--- config.mk ---
export PLATFORM = sky130hd
export DESIGN_NAME = isti_lerp
export DESIGN_NICKNAME = d
export VERILOG_FILES = /design/src/imu_sample_time_interpolator_core_macros.svh /design/src/isti_pkg.sv /design/src/isti_lerp.sv
export SDC_FILE = /design/constraint.sdc
export NUM_CORES = 2
export LEC_CHECK = 0
export BUFFER_PORTS_ARGS = -buffer_cell sky130_fd_sc_hd__buf_2
export CAP_MARGIN = 20
export CORE_MARGIN = 2
export CORE_UTILIZATION = 55
export DETAILED_ROUTE_END_ITERATION = 8
export GPL_ROUTABILITY_DRIVEN = 0
export HOLD_SLACK_MARGIN = 0.06
export PLACE_DENSITY = 0.84
export SLEW_MARGIN = 25
export SYNTH_ARGS = -nofsm -noshare
export SYNTH_HDL_FRONTEND = slang
export SYNTH_SLANG_ARGS = --single-unit
--- constraint.sdc ---
create_clock -name clock -period 21.1 [get_ports clock]
set_input_delay 2.11 -clock clock [delete_from_list [all_inputs] [get_ports clock]]
set_output_delay 2.11 -clock clock [all_outputs]
set_load 0.02 [all_outputs]
--- src/imu_sample_time_interpolator_core_macros.svh ---
// Assertion macros for the IMU sample interpolator.
`ifndef IMU_SAMPLE_TIME_INTERPOLATOR_CORE_MACROS_SVH
`define IMU_SAMPLE_TIME_INTERPOLATOR_CORE_MACROS_SVH
`ifndef ASSERT_OFF
`define ISTI_ASSERT(lbl, prop) \
   lbl: assert property (@(posedge clock) disable iff (reset) prop) \
      else $error("isti assertion failed");
`define ISTI_ASSERT_ALWAYS(lbl, prop) \
   lbl: assert property (@(posedge clock) prop) \
      else $error("isti assertion failed");
`else
`define ISTI_ASSERT(lbl, prop)
`define ISTI_ASSERT_ALWAYS(lbl, prop)
`endif
`endif

--- src/isti_pkg.sv ---
package isti_pkg;
   localparam int TIME_W  = 48;
   localparam int GAP_W   = 24;
   localparam int CMD_W   = 2;
   localparam int STAT_W  = 3;
   localparam int NUM_CH  = 6;
   localparam logic [GAP_W-1:0] MAX_GAP_RESET = 24'd100000;

   localparam logic [CMD_W-1:0] CMD_PUSH  = 2'd0;
   localparam logic [CMD_W-1:0] CMD_QUERY = 2'd1;
   localparam logic [CMD_W-1:0] CMD_CLEAR = 2'd2;

   localparam logic [STAT_W-1:0] STAT_OK        = 3'd0;
   localparam logic [STAT_W-1:0] STAT_FEW       = 3'd1;
   localparam logic [STAT_W-1:0] STAT_RANGE     = 3'd2;
   localparam logic [STAT_W-1:0] STAT_GAP       = 3'd3;
   localparam logic [STAT_W-1:0] STAT_ORDER     = 3'd4;
endpackage

--- src/isti_lerp.sv ---
module isti_lerp
   import isti_pkg::*;
#(
   parameter int SW = 24,
   parameter int LB = 16
) (
   input  logic               clock,
   input  logic               reset,
   input  logic               start,
   input  logic [LB:0]        lam,
   input  logic [NUM_CH*SW-1:0] row0,
   input  logic [NUM_CH*SW-1:0] row1,
   output logic               done,
   output logic [NUM_CH*SW-1:0] row_out
);
   localparam int PW = SW + LB + 3;

   logic                 busy_ff, busy_in;
   logic                 phase_ff, phase_in;
   logic                 done_ff, done_in;
   logic [2:0]           cnt_ff, cnt_in;
   logic [LB:0]          lam_ff, lam_in;
   logic [NUM_CH*SW-1:0] r0_ff, r0_in;
   logic [NUM_CH*SW-1:0] r1_ff, r1_in;
   logic [NUM_CH*SW-1:0] acc_ff, acc_in;
   logic signed [PW-1:0] prod_ff, prod_in;
   logic [SW-1:0]        v0_ff, v0_in;
   logic signed [SW:0]   diff;
   logic signed [PW-1:0] rounded;
   logic signed [PW-1:0] shifted;
   logic [SW-1:0]        res;

   always_comb begin
      busy_in  = busy_ff;
      phase_in = phase_ff;
      done_in  = 1'b0;
      cnt_in   = cnt_ff;
      lam_in   = lam_ff;
      r0_in    = r0_ff;
      r1_in    = r1_ff;
      acc_in   = acc_ff;
      prod_in  = prod_ff;
      v0_in    = v0_ff;
      diff     = $signed({r1_ff[SW-1], r1_ff[SW-1:0]}) - $signed({r0_ff[SW-1], r0_ff[SW-1:0]});
      rounded  = prod_ff + $signed(PW'(1) <<< (LB - 1));
      shifted  = rounded >>> LB;
      res      = v0_ff + shifted[SW-1:0];
      if (start) begin
         busy_in  = 1'b1;
         phase_in = 1'b0;
         cnt_in   = '0;
         lam_in   = lam;
         r0_in    = row0;
         r1_in    = row1;
      end else if (busy_ff) begin
         if (!phase_ff) begin
            prod_in  = PW'($signed({1'b0, lam_ff}) * diff);
            v0_in    = r0_ff[SW-1:0];
            phase_in = 1'b1;
         end else begin
            acc_in   = {res, acc_ff[NUM_CH*SW-1:SW]};
            r0_in    = r0_ff >> SW;
            r1_in    = r1_ff >> SW;
            phase_in = 1'b0;
            cnt_in   = cnt_ff + 1'b1;
            if (cnt_ff == 3'(NUM_CH - 1)) begin
               busy_in = 1'b0;
               done_in = 1'b1;
            end
         end
      end
   end

   always_ff @(posedge clock) begin
      if (reset) begin
         busy_ff  <= 1'b0;
         phase_ff <= 1'b0;
         done_ff  <= 1'b0;
         cnt_ff   <= '0;
      end else begin
         busy_ff  <= busy_in;
         phase_ff <= phase_in;
         done_ff  <= done_in;
         cnt_ff   <= cnt_in;
      end
      lam_ff  <= lam_in;
      r0_ff   <= r0_in;
      r1_ff   <= r1_in;
      acc_ff  <= acc_in;
      prod_ff <= prod_in;
      v0_ff   <= v0_in;
   end

   assign done    = done_ff;
   assign row_out = acc_ff;
endmodule

* Word-level counts from Yosys, hierarchy flattened
Cells that the tools add are included.
** Word-level totals
- Flip-flop bits (word level) :: 519
- Bits in latches :: 0
- RAM bits :: 0
- Memory bits (read-only) :: 0
- Output and inout port bits :: 145
- Word-level logic and storage cells :: 39
- Memories kept :: 0
** Cells by class
- Add/subtract/negate cells :: 4
- $mul :: 1
- Divide/modulo/power cells :: 0
- Magnitude comparators :: 0
- Equality and inequality tests :: 1
- Shift operators :: 0
- Muxes and demuxes :: 12
- Bitwise gates (word level) :: 3
- Reductions and logical operators :: 8
** Operators by type and width (number)
- $mux 144 :: 6
- $add 40x17->40 const B :: 1
- $mul 18x25->40 :: 1
- $sub 24x24->25 :: 1
- $add 24x24->24 :: 1
- $mux 1 :: 6
- $reduce_and 3->1 :: 2
- $reduce_and 2->1 :: 2
- $reduce_bool 2->1 :: 2
- $reduce_or 4->1 :: 1
- $add 3x1->3 const B :: 1
- $eq 3x3->1 const B :: 1
- $not 1->1 :: 3
- $reduce_or 2->1 :: 1

* Longest topological paths before layout
- Word-level depth :: 5
- Depth in mapped cells :: 37

* Worst setup path before layout
Ideal clock, no wire load.
- Kind :: in2reg
- From :: input port start
- To :: register r0_ff[0] (enable)
- Setup time :: 0.702 ns
- Data arrival time :: 9.791 ns
- Data required time :: 20.398 ns
- Path slack :: 10.607 ns
- Stages on the path :: 4
- Cells stage by stage :: clkbuf_1 > clkbuf_1 > clkbuf_1 > nand2b_1
** Between the ends
- Longest elaborated chain between the ends :: 2
- Elaborated cells on any way between the ends :: 3
** Ends and longest elaborated chain
- start, declared :: line isti_lerp.sv:9 : input logic start,
- $reduce_bool 2->1 (no line)
- $reduce_and 2->1 (no line) (*)
- end signal, assigned :: line isti_lerp.sv:87 : r0_ff <= r0_in;
- end, declared :: line isti_lerp.sv:23 : logic [NUM_CH*SW-1:0] r0_ff, r0_in;
Every way passes the cells marked *; elsewhere a longest branch is shown, timed or not.
A chain may end at the register's enable or synchronous reset.

* Final worst setup path
- From :: register r1_ff[0]
- To :: register prod_ff[38] (data pin)
** Between the ends
- Longest elaborated chain between the ends :: 2
** Ends and longest elaborated chain
- start, declared :: line isti_lerp.sv:24 : logic [NUM_CH*SW-1:0] r1_ff, r1_in;
- start signal, assigned :: line isti_lerp.sv:88 : r1_ff <= r1_in;
- $sub 24x24->25 :: line isti_lerp.sv:44 : diff = $signed({r1_ff[SW-1], r1_ff[SW-1:0]}) - $signed({r0_ff[SW-1], r0_ff[SW-1:0]});
- $mul 18x25->40 :: line isti_lerp.sv:57 : prod_in = PW'($signed({1'b0, lam_ff}) * diff);
- end signal, assigned :: line isti_lerp.sv:90 : prod_ff <= prod_in;
- end, declared :: line isti_lerp.sv:26 : logic signed [PW-1:0] prod_ff, prod_in;
No other way between the ends.

==> run metrics <==
Placed Instances 4065; Top FF cell, synth edfxtp_1; largest net degree at the start of global routing 91; Detailed Place HPWL 62.55 mm; Synth warnings 0; initial core utilization 55.90%; Yosys cell types 70; Tmin final approximately 9.4 ns; total of max-cap violations 0; post-synth top area cell edfxtp_1; worst reg-to-reg path cell count 34; syn nets 3681; port buffer count 452; post-route ant nets 0; Cells after Synth approximately 2800; ys async rst share 0%; status completed; placement-stage cell area slightly below 40000 µm²; CTS max path bufs 3; Avg Cell Area, Syn ~12 µm²; worst skew pair latency 0.65 ns; drt pass-1 iters 7; commonest cells after routing, fill and taps aside inv_1, edfxtp_1, buf_2; number of flops mapped to enable cells by yosys 498; Setup crit end kind register; Fin Clk Skew 0.07985 ns; final instance area 40470 µm²; DR WL/cell 19.82 µm; Largest stage delay, worst path 0.55 ns; synthesized cell area 35390 µm²; all-layer global routing usage 25.13%; Hold Crit Class register to register; CTS clk-pin slew, worst paths 0.06 ns; max-slew violations 0; grt ovf 0; CTS tree done; Slew headroom 27.45%; share of cells above drive strength 1 around a quarter; CP Max Fanout 17; Inserted Clock Buffers 51; most common cell after layout, fill and taps aside inv_1; vias in the first global route 24210; number of gates resized after CTS 0; kind of critical path register to register; postcts setup bufs 0; die area 66390 µm²; dominant cells by area after synthesis edfxtp_1, fa_1, mux2_2; Setup Viol. Count Final 0; Yosys top cell area share 42.26%; Seq/Total Area, Yosys between 40% and 50%; #FFs+latches synth a little over 500; Worst EP required 21.48 ns; die width about 260 µm; TNS Setup 0 ns; core footprint 63310 µm²; initial antenna violation count 20; Critical Path AT between 9 and 10 ns; first-pass GRT wire length approximately 130 mm; area delta synth->final 14.35%; DRC 0; IO Pins 453; DRT Wirelength 82.77 mm; Worst Setup Start Kind register; RSZ-0062 raised after global routing no; Crit path top cell by count fa_1; via/cell ratio 5.404; Hold Path Depth 0; Die Height 257.7 µm; Row Count 92; Crit-path slowest cell a2111oi_2; Fmax achieved between 100 and 150 MHz; final std cells w/o fill 4175; # H-tree levels 2; Fin. Hold Viols 0; CTS sink count 504; clock tree root buffer cell clkbuf_16; detailed-route via count about 23000; initial DRC count ~1600; # hold bufs at CTS 0; worst slew pin tran roughly 1.1 ns; setup slack, reg-to-reg about 12 ns; fin crit share 44.37%; Final #Nets 4120
sequential cells by signal (all words and copies together), names as in the netlist:
signal    flops
row_out     144
busy_ff       1
prod_ff      25
cnt_ff        3
lam_ff       17
done          1
phase_ff      1
r0_ff       144
v0_ff        24
r1_ff       144
logic make-up after synthesis:
kind of cell	count (synthesis)	share of synthesized area [%]
buffers and inverters	611	6.516
AO/OA/AOI/OAI	168	3.366
AND/OR/NAND/NOR	647	9.270
adder cells (fa/ha/maj)	540	27.49
flip-flops	504	42.60
multiplexers	257	8.139
XOR/XNOR	106	2.623
layout make-up:
| cell class | count | area [µm²] |
|---|---|---|
| inverters | 507 | 1903 |
| clock inverters | 31 | 389.1 |
| multi-input cells | 1718 | 18120 |
| diodes | 17 | 42.54 |
| fillers | 4736 | 22840 |
| repair buffers | 490 | 2561 |
| clock buffers | 62 | 1318 |
| well taps | 846 | 1059 |
| flip-flops and latches | 504 | 15070 |
cells in the mapped netlist (8+ instances only):
cell type and count:
inv_1 506, edfxtp_1 498, fa_1 396, nand2_1 266
mux2_2 243, and2_1 219, ha_1 144, clkbuf_1 95
xnor2_1 72, a21oi_1 55, nor2_1 40, xor2_1 34
a21o_1 31, and3_1 27, nand3_1 25, nor2b_1 18
o21ai_0 13, mux2i_1 11, nor3_1 9, o21a_1 9
nand2b_1 8
routing by layer:
metal	wire [µm]	GRT usage (%)	up-vias
li1	-	-	10110
met1	29720	29.35	11170
met2	41620	43.21	1007
met3	7319	6.429	260
met4	4038	12.46	12
met5	70	0	-
worst paths after layout:
check,from,to
hold reg to reg,row_out[117]$_DFFE_PP_,row_out[93]$_DFFE_PP_
hold / removal,row_out[117]$_DFFE_PP_,row_out[93]$_DFFE_PP_
setup / recovery,r1_ff[0]$_DFFE_PP_,prod_ff[38]$_DFFE_PP_
setup reg to reg,r1_ff[0]$_DFFE_PP_,prod_ff[38]$_DFFE_PP_
worst max-delay path: cells and delay by family (launching register included):
| kind | cells | cell delay (ns) |
|---|---|---|
| buffers and inverters | 7 | 0.56 |
| AO/OA/AOI/OAI | 14 | 3.72 |
| AND/OR/NAND/NOR | 2 | 0.30 |
| adder cells (fa/ha/maj) | 9 | 3.92 |
| flip-flops | 1 | 0.39 |
| XOR/XNOR | 2 | 0.26 |
stage by stage:
step / setup slack, ns / utilization, % / hold WS [ns]
6_report: 11.74 / 63.92 / 0.4420
5_1_grt: 11.25 / 63.91 / 0.4497
4_1_cts: 11.76 / 63.85 / 0.4424
3_5_place_dp: 11.77 / 61.15 / 0.4281
3_3_place_gp: 11.96 / 61.15 / 0.4224
2_1_floorplan: 10.61 / - / 0.4264
Power is not shown: default switching activity piles up to over one toggle a cycle in this logic, so the estimate is an artifact.
