===== src/imu_sample_time_interpolator_core_macros.svh =====
// Assertion macros for the IMU sample interpolator.
`ifndef IMU_SAMPLE_TIME_INTERPOLATOR_CORE_MACROS_SVH
`define IMU_SAMPLE_TIME_INTERPOLATOR_CORE_MACROS_SVH
`ifndef ASSERT_OFF
`define ISTI_ASSERT(lbl, prop) \
   lbl: assert property (@(posedge clock) disable iff (reset) prop) \
      else $error("isti assertion failed");
`define ISTI_ASSERT_ALWAYS(lbl, prop) \
   lbl: assert property (@(posedge clock) prop) \
      else $error("isti assertion failed");
`else
`define ISTI_ASSERT(lbl, prop)
`define ISTI_ASSERT_ALWAYS(lbl, prop)
`endif
`endif


===== src/isti_div.sv =====
module isti_div #(
   parameter int NUM_W = 42,
   parameter int DEN_W = 26,
   parameter int Q_W   = 17
) (
   input  logic             clock,
   input  logic             reset,
   input  logic             start,
   input  logic [NUM_W-1:0] num,
   input  logic [DEN_W-1:0] den,
   output logic             done,
   output logic [Q_W-1:0]   quot
);
   localparam int CNT_W = $clog2(Q_W + 1);

   logic             busy_ff, busy_in;
   logic             done_ff, done_in;
   logic [CNT_W-1:0] cnt_ff, cnt_in;
   logic [DEN_W-1:0] rem_ff, rem_in;
   logic [DEN_W-1:0] den_ff, den_in;
   logic [Q_W-1:0]   low_ff, low_in;
   logic [Q_W-1:0]   q_ff, q_in;
   logic [DEN_W:0]   trial;

   always_comb begin
      busy_in = busy_ff;
      done_in = 1'b0;
      cnt_in  = cnt_ff;
      rem_in  = rem_ff;
      den_in  = den_ff;
      low_in  = low_ff;
      q_in    = q_ff;
      trial   = {rem_ff, low_ff[Q_W-1]};
      if (start) begin
         busy_in = 1'b1;
         cnt_in  = '0;
         rem_in  = DEN_W'(num[NUM_W-1:Q_W]);
         low_in  = num[Q_W-1:0];
         den_in  = den;
         q_in    = '0;
      end else if (busy_ff) begin
         low_in = {low_ff[Q_W-2:0], 1'b0};
         if (trial >= {1'b0, den_ff}) begin
            rem_in = DEN_W'(trial - {1'b0, den_ff});
            q_in   = {q_ff[Q_W-2:0], 1'b1};
         end else begin
            rem_in = trial[DEN_W-1:0];
            q_in   = {q_ff[Q_W-2:0], 1'b0};
         end
         cnt_in = cnt_ff + 1'b1;
         if (cnt_ff == CNT_W'(Q_W - 1)) begin
            busy_in = 1'b0;
            done_in = 1'b1;
         end
      end
   end

   always_ff @(posedge clock) begin
      if (reset) begin
         busy_ff <= 1'b0;
         done_ff <= 1'b0;
         cnt_ff  <= '0;
      end else begin
         busy_ff <= busy_in;
         done_ff <= done_in;
         cnt_ff  <= cnt_in;
      end
      rem_ff <= rem_in;
      den_ff <= den_in;
      low_ff <= low_in;
      q_ff   <= q_in;
   end

   assign done = done_ff;
   assign quot = q_ff;
endmodule


===== config.mk =====
export PLATFORM = sky130hd
export DESIGN_NAME = isti_div
export DESIGN_NICKNAME = d
export VERILOG_FILES = /design/src/imu_sample_time_interpolator_core_macros.svh /design/src/isti_div.sv
export SDC_FILE = /design/constraint.sdc
export NUM_CORES = 1
export LEC_CHECK = 0
export ABC_AREA = 1
export ABC_CLOCK_PERIOD_IN_PS = 3700
export BUFFER_PORTS_ARGS = -buffer_cell sky130_fd_sc_hd__buf_2
export CORE_ASPECT_RATIO = 0.5
export CORE_MARGIN = 2
export CORE_UTILIZATION = 64
export CTS_BUF_LIST = sky130_fd_sc_hd__clkbuf_4 sky130_fd_sc_hd__clkbuf_8
export DETAILED_ROUTE_END_ITERATION = 8
export GPL_ROUTABILITY_DRIVEN = 0
export HOLD_SLACK_MARGIN = 0.1
export PLACE_DENSITY = 0.92
export SYNTH_ARGS = -nofsm -noshare
export SYNTH_HDL_FRONTEND = slang
export SYNTH_SLANG_ARGS = --single-unit
export TNS_END_PERCENT = 50

===== constraint.sdc =====
create_clock -name clock -period 3.7 [get_ports clock]
set_input_delay 0 -clock clock [delete_from_list [all_inputs] [get_ports clock]]
set_output_delay 0 -clock clock [all_outputs]
set_load 0.1 [all_outputs]

=== After elaboration in Yosys (flattened, before gate mapping) ===
Cells that the tools add are included.

* Reduce and logical (&&, ||, !) cells: 3
* Magnitude comparators: 1
* Add/sub/neg operators: 2
* Bitwise logic cells: 1
* Equal/unequal tests: 1
* Mux-type cells: 10

{| class="wikitable"
|+ Operators by type and width
! cell !! number
|-
| two-way mux 25 bit || 2
|-
| two-way mux 17 bit || 2
|-
| greater-or-equal comparator 27 x 26 -> 1 bit || 1
|-
| two-way mux 26 bit || 1
|-
| subtractor 26 bit || 1
|-
| adder 5 x 1 -> 5 bit, second input constant || 1
|-
| == test 5 bit, second input constant || 1
|-
| two-way mux 1 bit || 5
|-
| OR reduction 3 bit || 1
|-
| nonzero test 2 bit || 1
|-
| OR reduction 2 bit || 1
|-
| NOT 1 bit || 1
|}

* Output and inout port bits: 18
* Flip-flop bits (word level): 93
* Input bits: 71
* Logic and storage cells: 26

=== Depth between registers and ports, before layout ===
* Depth after elaboration: 4
* Depth in mapped cells: 15
* Depth with buffers taken out: 15

=== Least setup slack after synthesis ===
Ideal clock, no wire load.

* Path type: reg2reg
* Start: register busy_ff
* End: register low_ff[0], enable pin
* Data required time: 3277 ps
* Library setup time: 423 ps
* Path buffers: 1
* Stages on the path, launching flop included: 4
* Clock period less this slack: 2386 ps
* Arrival time: 1963 ps
* Path slack: 1314 ps
* Cell sequence: dfxtp_1 > nor2_1 > clkinv_1 > buf_1

* Word-level cells in the longest chain between the ends: 1

{| class="wikitable"
|+ RTL lines
! element !! line !! text
|-
| start, declared || isti_div.sv:16 || <nowiki>logic busy_ff, busy_in;</nowiki>
|-
| start signal, assigned || isti_div.sv:64 || <nowiki>busy_ff <= busy_in;</nowiki>
|-
| nonzero test 2 bit (no source line) || -- ||
|-
| end signal, assigned || isti_div.sv:70 || <nowiki>low_ff <= low_in;</nowiki>
|-
| end, declared || isti_div.sv:21 || <nowiki>logic [Q_W-1:0] low_ff, low_in;</nowiki>
|}

No other way between the ends.
A chain may end at the register's enable or synchronous reset.

=== Final worst setup path ===
* Start: register den_ff[8]
* End: register rem_ff[18] (data pin)

* Word-level cells in the longest chain between the ends: 4
* Elaborated cells between the ends (all ways): 5
* Classes of those cells: 1 x add/sub; 1 x order compare; 3 x mux

{| class="wikitable"
|+ RTL lines
! element !! line !! text
|-
| start, declared || isti_div.sv:20 || <nowiki>logic [DEN_W-1:0] den_ff, den_in;</nowiki>
|-
| start signal, assigned || isti_div.sv:69 || <nowiki>den_ff <= den_in;</nowiki>
|-
| subtractor 26 bit or greater-or-equal comparator 27 x 26 -> 1 bit (tied branches) || isti_div.sv:44, isti_div.sv:43 ||
|-
| two-way mux 26 bit (*) || isti_div.sv:43 || <nowiki>if (trial >= {1'b0, den_ff}) begin</nowiki>
|-
| two-way mux 25 bit (*) || isti_div.sv:41 || <nowiki>end else if (busy_ff) begin</nowiki>
|-
| two-way mux 25 bit (*) || isti_div.sv:34 || <nowiki>if (start) begin</nowiki>
|-
| named net rem_in[18] || isti_div.sv:19 || <nowiki>logic [DEN_W-1:0] rem_ff, rem_in;</nowiki>
|-
| end signal, assigned || isti_div.sv:68 || <nowiki>rem_ff <= rem_in;</nowiki>
|-
| end, declared || isti_div.sv:19 ||
|}

The timed path passes the listed nets; every way through them passes the cells marked *. The select of a mux whose other input is x is not followed.

==> results.md <==
* Result of the run: finished clean
* Number of max-cap violations at 0
* CP bufs+invs at 2
* Max transition margin at 18.2%
* Lkg Pwr at 3.85 nW
* Floorplan row count at 24
* Mean Syn Cell Area at 7.33 sq um
* Area growth, synth to finish at 23.6%
* Clock tree from TritonCTS: yes
* Fraction of power consumed by the clock network at 19.8%
* Total of warnings raised by yosys at 0
* Initial antenna violation count at 0
* RSZ-0062 raised after global routing: no
* Sequential power share at 36.8%
* Longest individual stage delay on the worst path at 0.38 ns
* Final Hold Vio Count at 0
* Die outline area at 10200 sq um
* Remaining number of nets flagged by the antenna check after routing at 0
* Final slew viol count at 0
* Worst setup slack before clock tree synthesis at 1.23 ns
* Number of top-level design ports at 89
* Number of DRC violations after detailed-routing iteration 0 at 601
* Number of setup violations in the final report at 0
* Finished Layout Cells at 1094
* Share of power burned in combinational logic at 43.5%
* Cell area after technology mapping at 5990 sq um
* Global route overflow at 0
* Sequential share of the synthesized area at 42.5%
* Sequential cell area at 2540 sq um
* # placed instances at 1007
* Most common cell type on the critical path: nand2_1
* Clock transition at path regs at 0.11 ns
* Count of fill cells added during filler insertion at 549
* Final routed DRC violation total at 0
* Number of port buffers at 88
* Transition time of the tightest slew-check pin at 1.22 ns
* Setup TNS at 0 ns
* Number of synthesized flops with an enable pin at 68
* Hold crit path type: primary input to flip-flop
* Cell-internal power at 0.00210 W
* Share of flip-flops with an asynchronous set or reset after synthesis at 0%
* Maximum count of clock buffers along a single path at 2
* Critical Path RT at 3.85 ns
* Type of element capturing the critical path: flip-flop
* Post-DP HPWL at 9880 microns
* Routed wire length per instance at 14.7 microns
* Number of global-route vias before repair at 5742
* Critical path class: flip-flop to flip-flop
* Count of vias placed by the detailed router at 5880
* Die Span X at 141 microns
* Number of nets in the layout at 1072
* GR Util All Layers at 32.7%
* Post-layout utilization of the core at 83.2%
* Pin count of the biggest net entering global routing at 69
* Dominant register cell in the synthesized netlist: edfxtp_1
* Total nets after synthesis at 917
* Layout Skew at 0.0130 ns
* Final worst-path cycle share at 70.1%
* Top achievable clock speed at 0.386 GHz
* Critical path startpoint category: flip-flop
* Sinks on Clock Net at 93
* Post-Syn Instances at 817
* Die extent in y at 72.4 microns
* Wire length of the first global-routing pass at 26400 microns
* Worst Hold Slack at 0.315 ns
* Layout cells sized above 1 at 13.4%
* TritonRoute pass-1 iters at 8
* Vias per cell at 5.37
* Post-CTS Setup Bufs at 0
* IR Drop Worst-Case VDD at 0.240 mV
* Net load switching power at 0.00152 W
* Power density over the cells at 490 nW/um^2
* Worst path cell trace: inv_1 -> ha_1 -> nand2_1 -> inv_2 -> nand2_2 -> nor2_1 -> nand2_1 -> nand3_2 -> nand3_4 -> nand2_8 -> nand3_1 -> nand2_1 -> nand2_1
* Number of buffers inserted during clock tree synthesis at 9
* Highest fanout seen on the critical path at 27
* Post-synthesis sequential element count at 93
* Final worst-path setup slack at 1.11 ns
* Number of library cell types mapped by synthesis at 42
* Category of cells accounting for the largest share of critical-path delay: simple AND/OR/NAND/NOR gates
* Count of inserted antenna diode cells at 0
* Overall routed net length at 16100 microns
* Clock tree root driver cell: clkbuf_8
* CP arrival at 2.74 ns
* Placeable core area at 8890 sq um
* Switching share of total power at 41.9%
* Number of H-tree levels at 3
* Slowest cell on the critical path: edfxtp_1
* Shortest clock period the worst path allows after layout at 2.59 ns
* Total area of multi-input combinational cells at 2720 sq um
* Latest clock arrival within the worst-skew pair at 0.39 ns
* Initial Util at 67.3%
==> state kept, by name, indices dropped and copies added (netlist names) <==
name and count:
busy_ff 1, cnt_ff 5, den_ff 26, done 1, low_ff 17, quot 17, rem_ff 26
==> synth_stat cells (2+ instances only) <==
cell type    n  area, sq um
clkbuf_1     8         30.0
edfxtp_1    68         2040
inv_1      157          589
nand2_2      5         31.3
a21oi_1     12         60.1
nand3b_1    20          150
nand3_1     52          260
nand4_1      7         43.8
nor2_1      38          143
clkinv_1     4         15.0
buf_6        4         45.0
o22ai_1     15         93.8
nor3_1       6         30.0
ha_1        28          350
nor2_2       4         25.0
dfxtp_1     25          500
buf_2        3         15.0
xnor2_1      9         78.8
o21ai_0      2         10.0
nand3_2      4         40.0
nand2_1    322         1210
inv_2        4         15.0
==> logic make-up after synthesis <==
logic type	share of synthesized area, %
flops	42.5
xor+xnor	1.46
simple gates	33.9
buf+inv	12.0
compound gates	3.89
fa+ha+maj	6.19
==> layer usage <==
metal	share of wire, %	GRT usage, %	vias to the layer above
met1	42	41.1	2677
li1	-	-	2857
met4	1.9	9.78	0
met5	0	0	-
met2	47	58.0	305
met3	9.3	7.19	41
==> layout by cell type, fill, tap and decap left out, types with 5 or more instances in the layout <==
cell           Yosys  layout
clkbuf_8           0       9
nand3_1           52      52
dfxtp_1           25      25
edfxtp_1          68      68
dlygate4sd3_1      0      71
buf_2              3      88
inv_2              4       5
inv_1            157     157
nand4_1            7       7
o22ai_1           15      15
nor2_1            38      38
a21oi_1           12      12
nand2_1          322     322
nor3_1             6       6
nand3b_1          20      20
nand2_2            5       5
xnor2_1            9       9
ha_1              28      28
==> final cells by class <==
type | count | area share (%)
Multi-Input combinational cell | 542 | 36.8
Sequential cell | 93 | 34.4
Timing Repair Buffer | 161 | 15.8
Inverter | 165 | 8.37
Tap cell | 117 | 1.98
Clock buffer | 9 | 1.67
Clock inverter | 7 | 1.03
==> final timing paths <==
check / startpoint / to / slack, ns / cells past startpoint
max reg2reg: den_ff[8]$_DFFE_PP_ / rem_ff[18]$_DFFE_PP_ / 1.11 / 13
min reg2reg: quot[16]$_SDFFE_PP0P_ / quot[16]$_SDFFE_PP0P_ / 0.48 / 2
max: den_ff[8]$_DFFE_PP_ / rem_ff[18]$_DFFE_PP_ / 1.11 / 13
min: den[19] / den_ff[19]$_DFFE_PP_ / 0.31 / 2
==> power groups by stage <==
stage                     Sequential, W  Clock [W]  Combinational (W)
after CTS                       0.00133   0.000716            0.00150
after detailed placement        0.00135          0            0.00143
final                           0.00133   0.000716            0.00157
after global routing            0.00134   0.000753            0.00174
after global placement          0.00134          0            0.00138
after floorplan                 0.00135          0            0.00114
==> what timing repair did <==
item | in CTS | in global routing
resized for setup | 0 | 0
hold endpoints to repair | 78 | 0
hold buffers | 71 | 0
==> stage by stage <==
stage / cell area [sq um] / power, W
after global routing: 7400 / 0.00384
after global placement: 6490 / 0.00272
after CTS: 7400 / 0.00354
after floorplan: 5990 / 0.00249
after detailed placement: 6490 / 0.00278
final: 7400 / 0.00362
Note: power is estimated with default switching activity, not from simulation.
